**src/rtl/scsl_pkg.sv**
```systemverilog
`timescale 1ns / 1ps
// ----------------------------------------------------------------------------
// scsl_pkg
// Shared constants, types and helper functions of the supersequence length
// unit.
// ----------------------------------------------------------------------------
package scsl_pkg;

    localparam int MAX_LEN     = 128;
    localparam int SYMBOL_BITS = 8;

    localparam int IN_SYM_W  = 8;
    localparam int SUPER_W   = 9;
    localparam int LCS_W     = 8;
    localparam int SUPER_MAX = 511;
    localparam int LCS_MAX   = 255;

    localparam int CNT_W  = $clog2(MAX_LEN + 1);
    localparam int ADDR_W = (MAX_LEN > 1) ? $clog2(MAX_LEN) : 1;

    typedef logic [CNT_W-1:0]       t_count;
    typedef logic [ADDR_W-1:0]      t_addr;
    typedef logic [SYMBOL_BITS-1:0] t_sym;

    typedef struct packed {
        logic  push;
        logic  clear;
        logic  calc;
        logic  first_row;
        logic  finish;
        t_addr row;
        t_addr col;
    } t_cmd;

    typedef struct packed {
        t_count m;
        t_count n;
        logic   out_busy;
    } t_status;

    function automatic logic [SUPER_W-1:0] sat_super(input logic [CNT_W:0] total);
        if (32'(total) > SUPER_MAX) begin
            return SUPER_W'(SUPER_MAX);
        end
        return SUPER_W'(total);
    endfunction

    function automatic logic [LCS_W-1:0] sat_lcs(input t_count lcs);
        if (32'(lcs) > LCS_MAX) begin
            return LCS_W'(LCS_MAX);
        end
        return LCS_W'(lcs);
    endfunction

endpackage

```
**src/rtl/scs_length_via_lcs_unit.sv**
```systemverilog
`timescale 1ns / 1ps
// ----------------------------------------------------------------------------
// scs_length_via_lcs_unit
// Shortest common supersequence length of two loaded strings through an LCS
// table walk.
// ----------------------------------------------------------------------------
// Each symbol word loads as it is taken. The final word of the second string
// starts the table walk, which updates one LCS cell per cycle within a row
// through the row buffer RAM: a setup state, per row a fetch state, n cell
// updates and a drain state, then a finish state that captures the result.
// No word is accepted during the walk. Symbols beyond the store depth are
// dropped and reported through o_overflowed. A finished result waits in an
// output register while loading of the next strings goes on; only the next
// final word of a second string waits until it is taken.
module scs_length_via_lcs_unit (
    input  logic                          i_clk,
    input  logic                          i_rst_n,
    input  logic                          i_valid,
    output logic                          o_ready,
    input  logic                          i_cmd,
    input  logic [scsl_pkg::IN_SYM_W-1:0] i_symbol,
    input  logic                          i_last,
    output logic                          o_valid,
    input  logic                          i_ready,
    output logic [scsl_pkg::SUPER_W-1:0]  o_super_length,
    output logic [scsl_pkg::LCS_W-1:0]    o_lcs_length,
    output logic                          o_overflowed
);
    import scsl_pkg::*;

    t_cmd    cmd_bus;
    t_status status;

    scsl_ctrl u_ctrl (
        .i_clk     (i_clk),
        .i_rst_n   (i_rst_n),
        .i_valid   (i_valid),
        .o_ready   (o_ready),
        .i_cmd     (i_cmd),
        .i_last    (i_last),
        .i_status  (status),
        .o_cmd_bus (cmd_bus)
    );

    scsl_datapath u_datapath (
        .i_clk          (i_clk),
        .i_rst_n        (i_rst_n),
        .i_cmd_bus      (cmd_bus),
        .o_status       (status),
        .i_cmd          (i_cmd),
        .i_symbol       (i_symbol),
        .o_valid        (o_valid),
        .i_ready        (i_ready),
        .o_super_length (o_super_length),
        .o_lcs_length   (o_lcs_length),
        .o_overflowed   (o_overflowed)
    );

endmodule

```
**src/rtl/scsl_ram.sv**
```systemverilog
`timescale 1ns / 1ps
// ----------------------------------------------------------------------------
// scsl_ram
// Generic single-write, single-read RAM with a registered read port.
// ----------------------------------------------------------------------------
module scsl_ram #(
    parameter int WIDTH = 8,
    parameter int DEPTH = 128
) (
    input  logic                                     i_clk,
    input  logic                                     i_we,
    input  logic [((DEPTH > 1) ? $clog2(DEPTH) : 1)-1:0] i_waddr,
    input  logic [WIDTH-1:0]                         i_wdata,
    input  logic [((DEPTH > 1) ? $clog2(DEPTH) : 1)-1:0] i_raddr,
    output logic [WIDTH-1:0]                         o_rdata
);

    logic [WIDTH-1:0] r_mem [DEPTH];
    logic [WIDTH-1:0] r_rdata;

    always_ff @(posedge i_clk) begin
        if (i_we) begin
            r_mem[i_waddr] <= i_wdata;
        end
        r_rdata <= r_mem[i_raddr];
    end

    assign o_rdata = r_rdata;

endmodule

```
**src/rtl/scsl_datapath.sv**
```systemverilog
`timescale 1ns / 1ps
// ----------------------------------------------------------------------------
// scsl_datapath
// Symbol stores, LCS row buffer, cell update and result register.
// ----------------------------------------------------------------------------
module scsl_datapath (
    input  logic                           i_clk,
    input  logic                           i_rst_n,
    input  scsl_pkg::t_cmd                 i_cmd_bus,
    output scsl_pkg::t_status              o_status,
    input  logic                           i_cmd,
    input  logic [scsl_pkg::IN_SYM_W-1:0]  i_symbol,
    output logic                           o_valid,
    input  logic                           i_ready,
    output logic [scsl_pkg::SUPER_W-1:0]   o_super_length,
    output logic [scsl_pkg::LCS_W-1:0]     o_lcs_length,
    output logic                           o_overflowed
);
    import scsl_pkg::*;

    t_count r_m, n_m;
    t_count r_n, n_n;
    logic   r_ovf, n_ovf;
    t_count r_diag, n_diag;
    t_count r_left, n_left;
    logic   r_cell_v;
    t_addr  r_k_d;
    logic   r_out_valid, n_out_valid;
    logic [SUPER_W-1:0] r_super;
    logic [LCS_W-1:0]   r_lcs;
    logic               r_ovf_out;

    logic   a_full, b_full;
    logic   we_a, we_b;
    t_sym   sym_in;
    t_sym   a_rdata, b_rdata;
    t_count rb_rdata;
    t_count above, val;
    logic [CNT_W:0] total;

    assign sym_in = i_symbol[SYMBOL_BITS-1:0];
    assign a_full = (r_m == CNT_W'(MAX_LEN));
    assign b_full = (r_n == CNT_W'(MAX_LEN));
    assign we_a   = i_cmd_bus.push && !i_cmd && !a_full;
    assign we_b   = i_cmd_bus.push && i_cmd && !b_full;

    scsl_ram #(.WIDTH(SYMBOL_BITS), .DEPTH(MAX_LEN)) u_first_store (
        .i_clk   (i_clk),
        .i_we    (we_a),
        .i_waddr (r_m[ADDR_W-1:0]),
        .i_wdata (sym_in),
        .i_raddr (i_cmd_bus.row),
        .o_rdata (a_rdata)
    );

    scsl_ram #(.WIDTH(SYMBOL_BITS), .DEPTH(MAX_LEN)) u_second_store (
        .i_clk   (i_clk),
        .i_we    (we_b),
        .i_waddr (r_n[ADDR_W-1:0]),
        .i_wdata (sym_in),
        .i_raddr (i_cmd_bus.col),
        .o_rdata (b_rdata)
    );

    scsl_ram #(.WIDTH(CNT_W), .DEPTH(MAX_LEN)) u_row_buffer (
        .i_clk   (i_clk),
        .i_we    (r_cell_v),
        .i_waddr (r_k_d),
        .i_wdata (val),
        .i_raddr (i_cmd_bus.col),
        .o_rdata (rb_rdata)
    );

    always_comb begin
        above = i_cmd_bus.first_row ? '0 : rb_rdata;
        if (a_rdata == b_rdata) begin
            val = r_diag + CNT_W'(1);
        end else begin
            val = (above > r_left) ? above : r_left;
        end
        total = {1'b0, r_m} + {1'b0, r_n} - {1'b0, r_left};
    end

    always_comb begin
        n_m         = r_m;
        n_n         = r_n;
        n_ovf       = r_ovf;
        n_diag      = r_diag;
        n_left      = r_left;
        n_out_valid = r_out_valid;
        if (we_a) begin
            n_m = r_m + CNT_W'(1);
        end
        if (we_b) begin
            n_n = r_n + CNT_W'(1);
        end
        if (i_cmd_bus.push && ((!i_cmd && a_full) || (i_cmd && b_full))) begin
            n_ovf = 1'b1;
        end
        if (i_cmd_bus.clear) begin
            n_diag = '0;
            n_left = '0;
        end else if (r_cell_v) begin
            n_diag = above;
            n_left = val;
        end
        if (i_cmd_bus.finish) begin
            n_m         = '0;
            n_n         = '0;
            n_ovf       = 1'b0;
            n_out_valid = 1'b1;
        end else if (i_ready) begin
            n_out_valid = 1'b0;
        end
    end

    always_ff @(posedge i_clk) begin
        if (!i_rst_n) begin
            r_m         <= '0;
            r_n         <= '0;
            r_ovf       <= 1'b0;
            r_cell_v    <= 1'b0;
            r_out_valid <= 1'b0;
        end else begin
            r_m         <= n_m;
            r_n         <= n_n;
            r_ovf       <= n_ovf;
            r_cell_v    <= i_cmd_bus.calc;
            r_out_valid <= n_out_valid;
        end
    end

    always_ff @(posedge i_clk) begin
        r_diag <= n_diag;
        r_left <= n_left;
        r_k_d  <= i_cmd_bus.col;
        if (i_cmd_bus.finish) begin
            r_super   <= sat_super(total);
            r_lcs     <= sat_lcs(r_left);
            r_ovf_out <= r_ovf;
        end
    end

    assign o_status.m        = r_m;
    assign o_status.n        = r_n;
    assign o_status.out_busy = r_out_valid;

    assign o_valid        = r_out_valid;
    assign o_super_length = r_super;
    assign o_lcs_length   = r_lcs;
    assign o_overflowed   = r_ovf_out;

endmodule

```
**src/rtl/scsl_ctrl.sv**
```systemverilog
`timescale 1ns / 1ps
// ----------------------------------------------------------------------------
// scsl_ctrl
// Controller that sequences loading, the row-by-row table walk and the result.
// ----------------------------------------------------------------------------
module scsl_ctrl (
    input  logic              i_clk,
    input  logic              i_rst_n,
    input  logic              i_valid,
    output logic              o_ready,
    input  logic              i_cmd,
    input  logic              i_last,
    input  scsl_pkg::t_status i_status,
    output scsl_pkg::t_cmd    o_cmd_bus
);
    import scsl_pkg::*;

    localparam logic [2:0] S_IDLE   = 3'd0;
    localparam logic [2:0] S_START  = 3'd1;
    localparam logic [2:0] S_FETCH  = 3'd2;
    localparam logic [2:0] S_RUN    = 3'd3;
    localparam logic [2:0] S_DRAIN  = 3'd4;
    localparam logic [2:0] S_FINISH = 3'd5;

    logic [2:0] r_state, n_state;
    t_addr      r_i, n_i;
    t_addr      r_k, n_k;

    logic accept, trigger, last_col, last_row;

    assign o_ready  = (r_state == S_IDLE) && !(i_cmd && i_last && i_status.out_busy);
    assign accept   = i_valid && o_ready;
    assign trigger  = accept && i_cmd && i_last;
    assign last_col = (CNT_W'(r_k) == i_status.n - CNT_W'(1));
    assign last_row = (CNT_W'(r_i) == i_status.m - CNT_W'(1));

    always_comb begin
        n_state = r_state;
        n_i     = r_i;
        n_k     = r_k;
        unique case (r_state)
            S_IDLE: begin
                if (trigger) begin
                    n_state = S_START;
                end
            end
            S_START: begin
                n_i = '0;
                if (i_status.m == '0 || i_status.n == '0) begin
                    n_state = S_FINISH;
                end else begin
                    n_state = S_FETCH;
                end
            end
            S_FETCH: begin
                n_k     = '0;
                n_state = S_RUN;
            end
            S_RUN: begin
                if (last_col) begin
                    n_state = S_DRAIN;
                end else begin
                    n_k = r_k + ADDR_W'(1);
                end
            end
            S_DRAIN: begin
                if (last_row) begin
                    n_state = S_FINISH;
                end else begin
                    n_i     = r_i + ADDR_W'(1);
                    n_state = S_FETCH;
                end
            end
            S_FINISH: begin
                n_state = S_IDLE;
            end
            default: begin
                n_state = S_IDLE;
            end
        endcase
    end

    always_ff @(posedge i_clk) begin
        if (!i_rst_n) begin
            r_state <= S_IDLE;
            r_i     <= '0;
            r_k     <= '0;
        end else begin
            r_state <= n_state;
            r_i     <= n_i;
            r_k     <= n_k;
        end
    end

    assign o_cmd_bus.push      = accept;
    assign o_cmd_bus.clear     = (r_state == S_START) || (r_state == S_FETCH);
    assign o_cmd_bus.calc      = (r_state == S_RUN);
    assign o_cmd_bus.first_row = (r_i == '0);
    assign o_cmd_bus.finish    = (r_state == S_FINISH);
    assign o_cmd_bus.row       = r_i;
    assign o_cmd_bus.col       = r_k;

    a_trigger_starts: assert property (@(posedge i_clk) disable iff (!i_rst_n)
        trigger |=> (r_state == S_START))
        else $error("compute did not start after the final word");

    a_col_in_range: assert property (@(posedge i_clk) disable iff (!i_rst_n)
        (r_state == S_RUN) |-> (CNT_W'(r_k) < i_status.n))
        else $error("column index beyond second string length");

    a_row_in_range: assert property (@(posedge i_clk) disable iff (!i_rst_n)
        (r_state == S_DRAIN) |-> (CNT_W'(r_i) < i_status.m))
        else $error("row index beyond first string length");

    a_finish_free: assert property (@(posedge i_clk) disable iff (!i_rst_n)
        (r_state == S_FINISH) |-> !i_status.out_busy)
        else $error("result overwritten before it was taken");

endmodule

```
**config.mk**
```make
export PLATFORM = sky130hd
export DESIGN_NAME = scs_length_via_lcs_unit
export DESIGN_NICKNAME = d
export VERILOG_FILES = /design/src/rtl/scsl_pkg.sv /design/src/rtl/scs_length_via_lcs_unit.sv /design/src/rtl/scsl_ram.sv /design/src/rtl/scsl_datapath.sv /design/src/rtl/scsl_ctrl.sv
export SDC_FILE = /design/constraint.sdc
export NUM_CORES = 2
export LEC_CHECK = 0
export BUFFER_PORTS_ARGS = -buffer_cell sky130_fd_sc_hd__buf_2
export CORE_UTILIZATION = 60
export DETAILED_ROUTE_END_ITERATION = 6
export GPL_TIMING_DRIVEN = 0
export MAX_ROUTING_LAYER = met4
export PLACE_DENSITY_LB_ADDON = 0.3
export RECOVER_POWER = 100
export SLEW_MARGIN = 30
export SYNTH_ARGS = -nofsm -noshare
export SYNTH_HDL_FRONTEND = slang
export SYNTH_SLANG_ARGS = --single-unit
```
**constraint.sdc**
```tcl
create_clock -name i_clk -period 24.3 [get_ports i_clk]
set_clock_uncertainty 0.15 [all_clocks]
set_input_delay 0 -clock i_clk [delete_from_list [all_inputs] [get_ports i_clk]]
set_output_delay 0 -clock i_clk [all_outputs]
set_load 0.005 [all_outputs]
```
---- After elaboration in Yosys (flattened, before gate mapping) ----
Memory sizes are Yosys's and may differ from the RTL's. A register that Yosys moved wholly into a read port is not among the register bits.
Index checks and enable logic that the tools add are counted.
word-level totals
  input bits .............................. 14
  bits in writable memories ............... 3072
  memories ................................ 3
  output and inout port bits .............. 20
  bits in registers ....................... 77
memory list
  memory                           words  width  read ports  clocked after Yosys merged registers in  wr ports  RTL line        source
  u_datapath.u_first_store.r_mem   128    8      1           1                                        1         scsl_ram.sv:18  logic [WIDTH-1:0] r_mem [DEPTH];
  u_datapath.u_row_buffer.r_mem    128    8      1           1                                        1         scsl_ram.sv:18
  u_datapath.u_second_store.r_mem  128    8      1           1                                        1         scsl_ram.sv:18
cells by class
  mux-type cells .......................... 20
  $lt $le $gt $ge ......................... 1
  equality and inequality tests ........... 14
  add/sub/neg operators ................... 9
  bitwise gates (word level) .............. 1
  reductions and logical operators ........ 30
operator list
  operator             number
  $pmux 7 s2           2
  $add 8x1->8 const B  3
  $mux 8               3
  $eq 7x8->1           2
  $eq 8x8->1 const B   2
  $logic_not 8->1      2
  $sub 8x1->8 const B  2
  $pmux 3 s5           1
  $add 7x1->7 const B  2
  $mux 7               2
  $logic_and 1x1->1    12
  $mux 3               4
  $add 8x8->9          1
  $sub 9x8->9          1
  $eq 8x8->1           1
  $gt 8x8->1           1
  $mux 1               8
  $logic_not 7->1      1
  $eq 3x2->1 const B   2
  $eq 3x3->1 const B   2
  $ne 2x2->1 const B   3
  $reduce_and 2->1     3
  $reduce_bool 2->1    3
  $logic_not 1->1      4
  6 further kinds      8

---- Logic depth before layout (Yosys ltp) ----
  depth in word-level cells ............... 9
  depth in mapped cells ................... 19
  gate-level depth less buffers ........... 14

---- Hierarchy ----
A second synthesis with hierarchy kept.
second synthesis, totals
  cells, all modules ...................... 5467
  area total of the unflattened synthesis .. 124105.3 sq um
modules (own cells, without submodules)
  module         area each (sq um)  cells an instance  instances  sequential area each (sq um)
  scsl_ram       39665.5            1635               3          30909.6
  scsl_datapath  3538.4             363                1          1381.3
  scsl_ctrl      1570.3             199                1          340.3

---- Worst setup path after synthesis ----
Ideal clock, no wire load.
  kind .................................... reg-to-reg
  start ................................... register u_ctrl.r_i[0]
  end ..................................... memory u_datapath.u_row_buffer.r_mem[0][2] (data pin)
  clock period less this slack ............ 8.147 ns
  stages on the path, launching flop included .. 20
  library setup time ...................... 0.919 ns
  data arrival time ....................... 7.078 ns
  path slack .............................. 16.153 ns
  cells stage by stage .................... dfxtp_1 -> buf_2 -> buf_2 -> buf_2 -> buf_2 -> inv_1 -> ha_1 -> nor3b_1 -> nand2_1 -> nand2_1 -> inv_1 -> ha_1 -> nor2b_1 -> o21a_1 -> o21a_1 -> o21bai_1 -> a21oi_1 -> buf_1 -> mux2i_1 -> mux2i_1
between the ends
  word-level cells in the longest chain between the ends .. 5
ends and longest elaborated chain
  element                                 RTL line             source
  start, declared                         scsl_ctrl.sv:26      t_addr r_i, n_i;
  start signal, assigned                  scsl_ctrl.sv:90      r_i <= n_i;
  $logic_not 7->1                         scsl_ctrl.sv:98      assign o_cmd_bus.first_row = (r_i == '0);
  $mux 8                                  scsl_datapath.sv:75  above = i_cmd_bus.first_row ? '0 : rb_rdata;
  net u_datapath.above[1]                 scsl_datapath.sv:38  t_count above, val;
  $gt 8x8->1                              scsl_datapath.sv:79  val = (above > r_left) ? above : r_left;
  $mux 8                                  scsl_datapath.sv:79
  $mux 8                                  scsl_datapath.sv:76  if (a_rdata == b_rdata) begin
  net u_datapath.u_row_buffer.i_wdata[2]  scsl_ram.sv:13       input logic [WIDTH-1:0] i_wdata,
  end, declared                           scsl_ram.sv:18
The timed path passes the listed nets, and every way through them passes these cells.

---- Worst setup path after layout ----
  start ................................... register u_ctrl.r_i[0]
  end ..................................... memory u_datapath.u_row_buffer.r_mem[30][5] (data pin)
between the ends
  word-level cells in the longest chain between the ends .. 5
ends and longest elaborated chain
  element                                 RTL line
  $logic_not 7->1 *                       scsl_ctrl.sv:98
  $mux 8 *                                scsl_datapath.sv:75
  $gt 8x8->1                              scsl_datapath.sv:79
  $mux 8 *                                scsl_datapath.sv:79
  $mux 8 *                                scsl_datapath.sv:76
  net u_datapath.u_row_buffer.i_wdata[5]  scsl_ram.sv:13
The timed path passes the listed nets; every way through them passes the cells marked *.

==> flow_metrics.env <==
export IMPL_outcome="finished with violations"
export IMPL_violations="DRC, capacitance limit, slew limit"
export IMPL_period_needed_ps=13760
export IMPL_ant_nets=0
export IMPL_synth_top_area_share_pct=74.53
export IMPL_critPathMaxFanout=28
export IMPL_multi_input_area_um2=28290
export IMPL_synth_cell_type_count=76
export IMPL_place_area_um2=131000
export IMPL_initial_core_util_pct=60.61
export IMPL_relSlewSlack_pct=-272.6
export IMPL_portBuffers=32
export IMPL_yosys_warnings=0
export IMPL_whs_ps=64.92
export IMPL_crit_type="flip-flop to flip-flop"
export IMPL_synthCells=6014
export IMPL_async_reset_ff_share_pct=0
export IMPL_vias_per_cell=7.546
export IMPL_final_nets=6570
export IMPL_cp_required_ps=24740
export IMPL_grt_util_met1_pct=50.53
export IMPL_finalPower_mw=11.05
export IMPL_drc=8
export IMPL_seq_area_frac_synth_pct=75.86
export IMPL_grt_first_pass_wirelength_um=578200
export IMPL_postCtsSetupBuffers=0
export IMPL_timing_final_hold_violations=0
export IMPL_synth_area_leaders="edfxtp_1, mux4_2, nor2_1"
export IMPL_mostFrequentLayoutCell="edfxtp_1"
export IMPL_worstMarginPinSlew_ps=5589
export IMPL_cts_buffer_depth=4
export IMPL_seq_area_um2=94450
export IMPL_setup_ws_ps=10540
export IMPL_fin_tns_setup_ps=0
export IMPL_synth_seq_cells=3173
export IMPL_fillers=12560
export IMPL_layout_drive_gt1_share_pct=23.57
export IMPL_cp_start_kind="flip-flop"
export IMPL_cts_buffers_inserted=325
export IMPL_whs_path_depth=6
export IMPL_die_w_um=457.5
export IMPL_end_kind="flip-flop"
export IMPL_dieHeight_um=457.5
export IMPL_grt_util_met2_pct=61.77
export IMPL_mappedNetlistArea_um2=124500
export IMPL_final_cell_mix="edfxtp_1, mux4_2, nor2_1"
export IMPL_synthFlopType="edfxtp_1"
export IMPL_grt_max_degree=123
export IMPL_cts_root_buf="clkbuf_16"
export IMPL_final_max_slew_viol_count=2274
export IMPL_grt_setup_unrepaired="false"
export IMPL_power_density_nw_per_um2=79.17
export IMPL_drt_initial_drc_count=13840
export IMPL_cts_tree="built"
export IMPL_cellLeakagePower_nw=42.81
export IMPL_drt_wl_total_um=435900
export IMPL_clk_latency_ps=990
export IMPL_max_freq_mhz=72.66
export IMPL_ir_drop_mv=0.09753
export IMPL_setup_violations=0
export IMPL_clk_pin_slew_worst_paths_ps=60
export IMPL_grt_use_total_pct=43.23
export IMPL_core_um2=205400
export IMPL_wire_per_inst_um=45.95
export IMPL_rows=166
export IMPL_rr_worst_depth=25
export IMPL_avgSynthCellArea_um2=20.70
export IMPL_dr_pass1_iters=7
export IMPL_arrival_ps=14200
export IMPL_synth_edf_count=3090
export IMPL_fin_area_um2=139500
export IMPL_dp_slack_ps=16870
export IMPL_maxCapViolations=43
export IMPL_io_pins=34
export IMPL_dp_hpwl_um=285100
export IMPL_grt_antenna_before_repair=27
export IMPL_synth_top_cell_by_area="edfxtp_1"
export IMPL_cts_resized_gates=0
export IMPL_grtUsageMet3_pct=13.54
export IMPL_cts_max_level=5
export IMPL_syn_nets=6063
export IMPL_grt_busiest_layer="met2"
export IMPL_gp_congestion=1.041
export IMPL_overflow=0
export IMPL_grt_pass1_vias=67730
export IMPL_cts_num_sinks=3173
export IMPL_via_count=71590
export IMPL_syn2layout_area_growth_pct=12.07
export IMPL_hp_class="primary input to flip-flop"
export IMPL_cts_hold_buf=35
export IMPL_finalCritPeriodShare_pct=56.64
export IMPL_die_area_um2=209300
## metal layers
layer | routed length [um] | vias to the layer above
li1 | - | 25930
met3 | 63510 | 1946
met5 | 0 | -
met2 | 194400 | 7636
met1 | 132200 | 36080
met4 | 45860 | 0
## sequential cells by signal, summed over array words and instances, names as in the netlist, 8 cells and up
signal,cells
u_datapath.u_first_store.o_rdata,8
u_datapath.u_row_buffer.o_rdata,8
u_datapath.r_diag,8
u_datapath.u_first_store.r_mem,1024
u_datapath.r_m,8
u_datapath.r_left,8
u_datapath.o_super_length,9
u_datapath.o_lcs_length,8
u_datapath.r_n,8
u_datapath.u_row_buffer.r_mem,1024
u_datapath.u_second_store.o_rdata,8
u_datapath.u_second_store.r_mem,1024
## cell type report
type | count | area share [%]
Sequential cell | 3173 | 67.69
Multi-Input combinational cell | 2451 | 20.27
Clock buffer | 429 | 6.297
Tap cell | 2688 | 2.410
Timing Repair Buffer | 180 | 1.278
Buffer | 330 | 1.194
Clock inverter | 131 | 0.6107
Inverter | 60 | 0.1614
Antenna cell | 45 | 0.08071
## per-stage QoR
stage | instances | utilization [%]
5_1_grt | 9472 | 67.91
3_5_place_dp | 8847 | 63.76
4_1_cts | 9442 | 68.69
2_1_floorplan | 6014 | -
6_report | 9487 | 67.92
3_3_place_gp | 8734 | 62.33
## worst max-delay path: stages, from the launching register on
cell      delay, ps
dfxtp_1         370
clkbuf_1        570
clkbuf_1       1220
clkbuf_1       1310
clkbuf_1        850
inv_1           270
ha_1            300
nor3b_1         140
nand2_1         530
and2_0          330
inv_1           100
ha_1            210
nor2b_1         100
o21a_1          120
o21a_1          120
o21bai_1         90
a21oi_1         180
clkbuf_1        550
mux2i_1         170
mux2i_1         580
clkbuf_1        860
clkbuf_1        930
clkbuf_1        720
clkbuf_1        840
clkbuf_1        750
clkbuf_1        920
## power breakdown
part / internal [mW] / switching [mW]
clock: 2.63 / 2.09
sequential: 6.06 / 0.00780
combinational: 0.0536 / 0.215
## synthesized netlist by cell type, types with 12 or more instances
cell type,instances
a2111oi_0,14
inv_1,59
buf_2,100
a22oi_1,33
mux2_2,51
and2_1,12
edfxtp_1,3090
nor2b_1,63
buf_4,45
o221ai_1,12
clkbuf_1,149
a211oi_1,54
buf_1,32
nor2_1,474
nand4_1,12
o21ai_0,54
xor2_1,19
mux4_2,810
nand2b_1,19
xnor2_1,34
a311oi_1,12
ha_1,27
a21oi_1,118
nand3_1,67
o22ai_1,31
o211ai_1,12
a31oi_1,30
dfxtp_1,83
or3_1,13
mux2i_1,153
nor3_1,30
nand2_1,173
## kinds of logic after synthesis
logic type               count (synthesis)  share of synthesized area, %
flip-flops                            3173                         75.86
AND/OR/NAND/NOR                        907                         3.185
AO/OA/AOI/OAI                          441                         2.384
XOR/XNOR                                54                        0.3909
buffers and inverters                  390                         1.436
multiplexers                          1014                         16.34
adder cells (fa/ha/maj)                 35                        0.4000
## worst paths after layout
path | startpoint | end | slack (ps)
worst min-delay path | i_valid | u_datapath.r_ovf | 60
worst min register to register | u_ctrl.r_k[5] | u_datapath.r_k_d[5] | 200
worst max register to register | u_ctrl.r_i[0] | u_datapath.u_row_buffer.r_mem[30][5] | 10540
worst max-delay path | u_ctrl.r_i[0] | u_datapath.u_row_buffer.r_mem[30][5] | 10540
(Power assumes the default switching activity.)
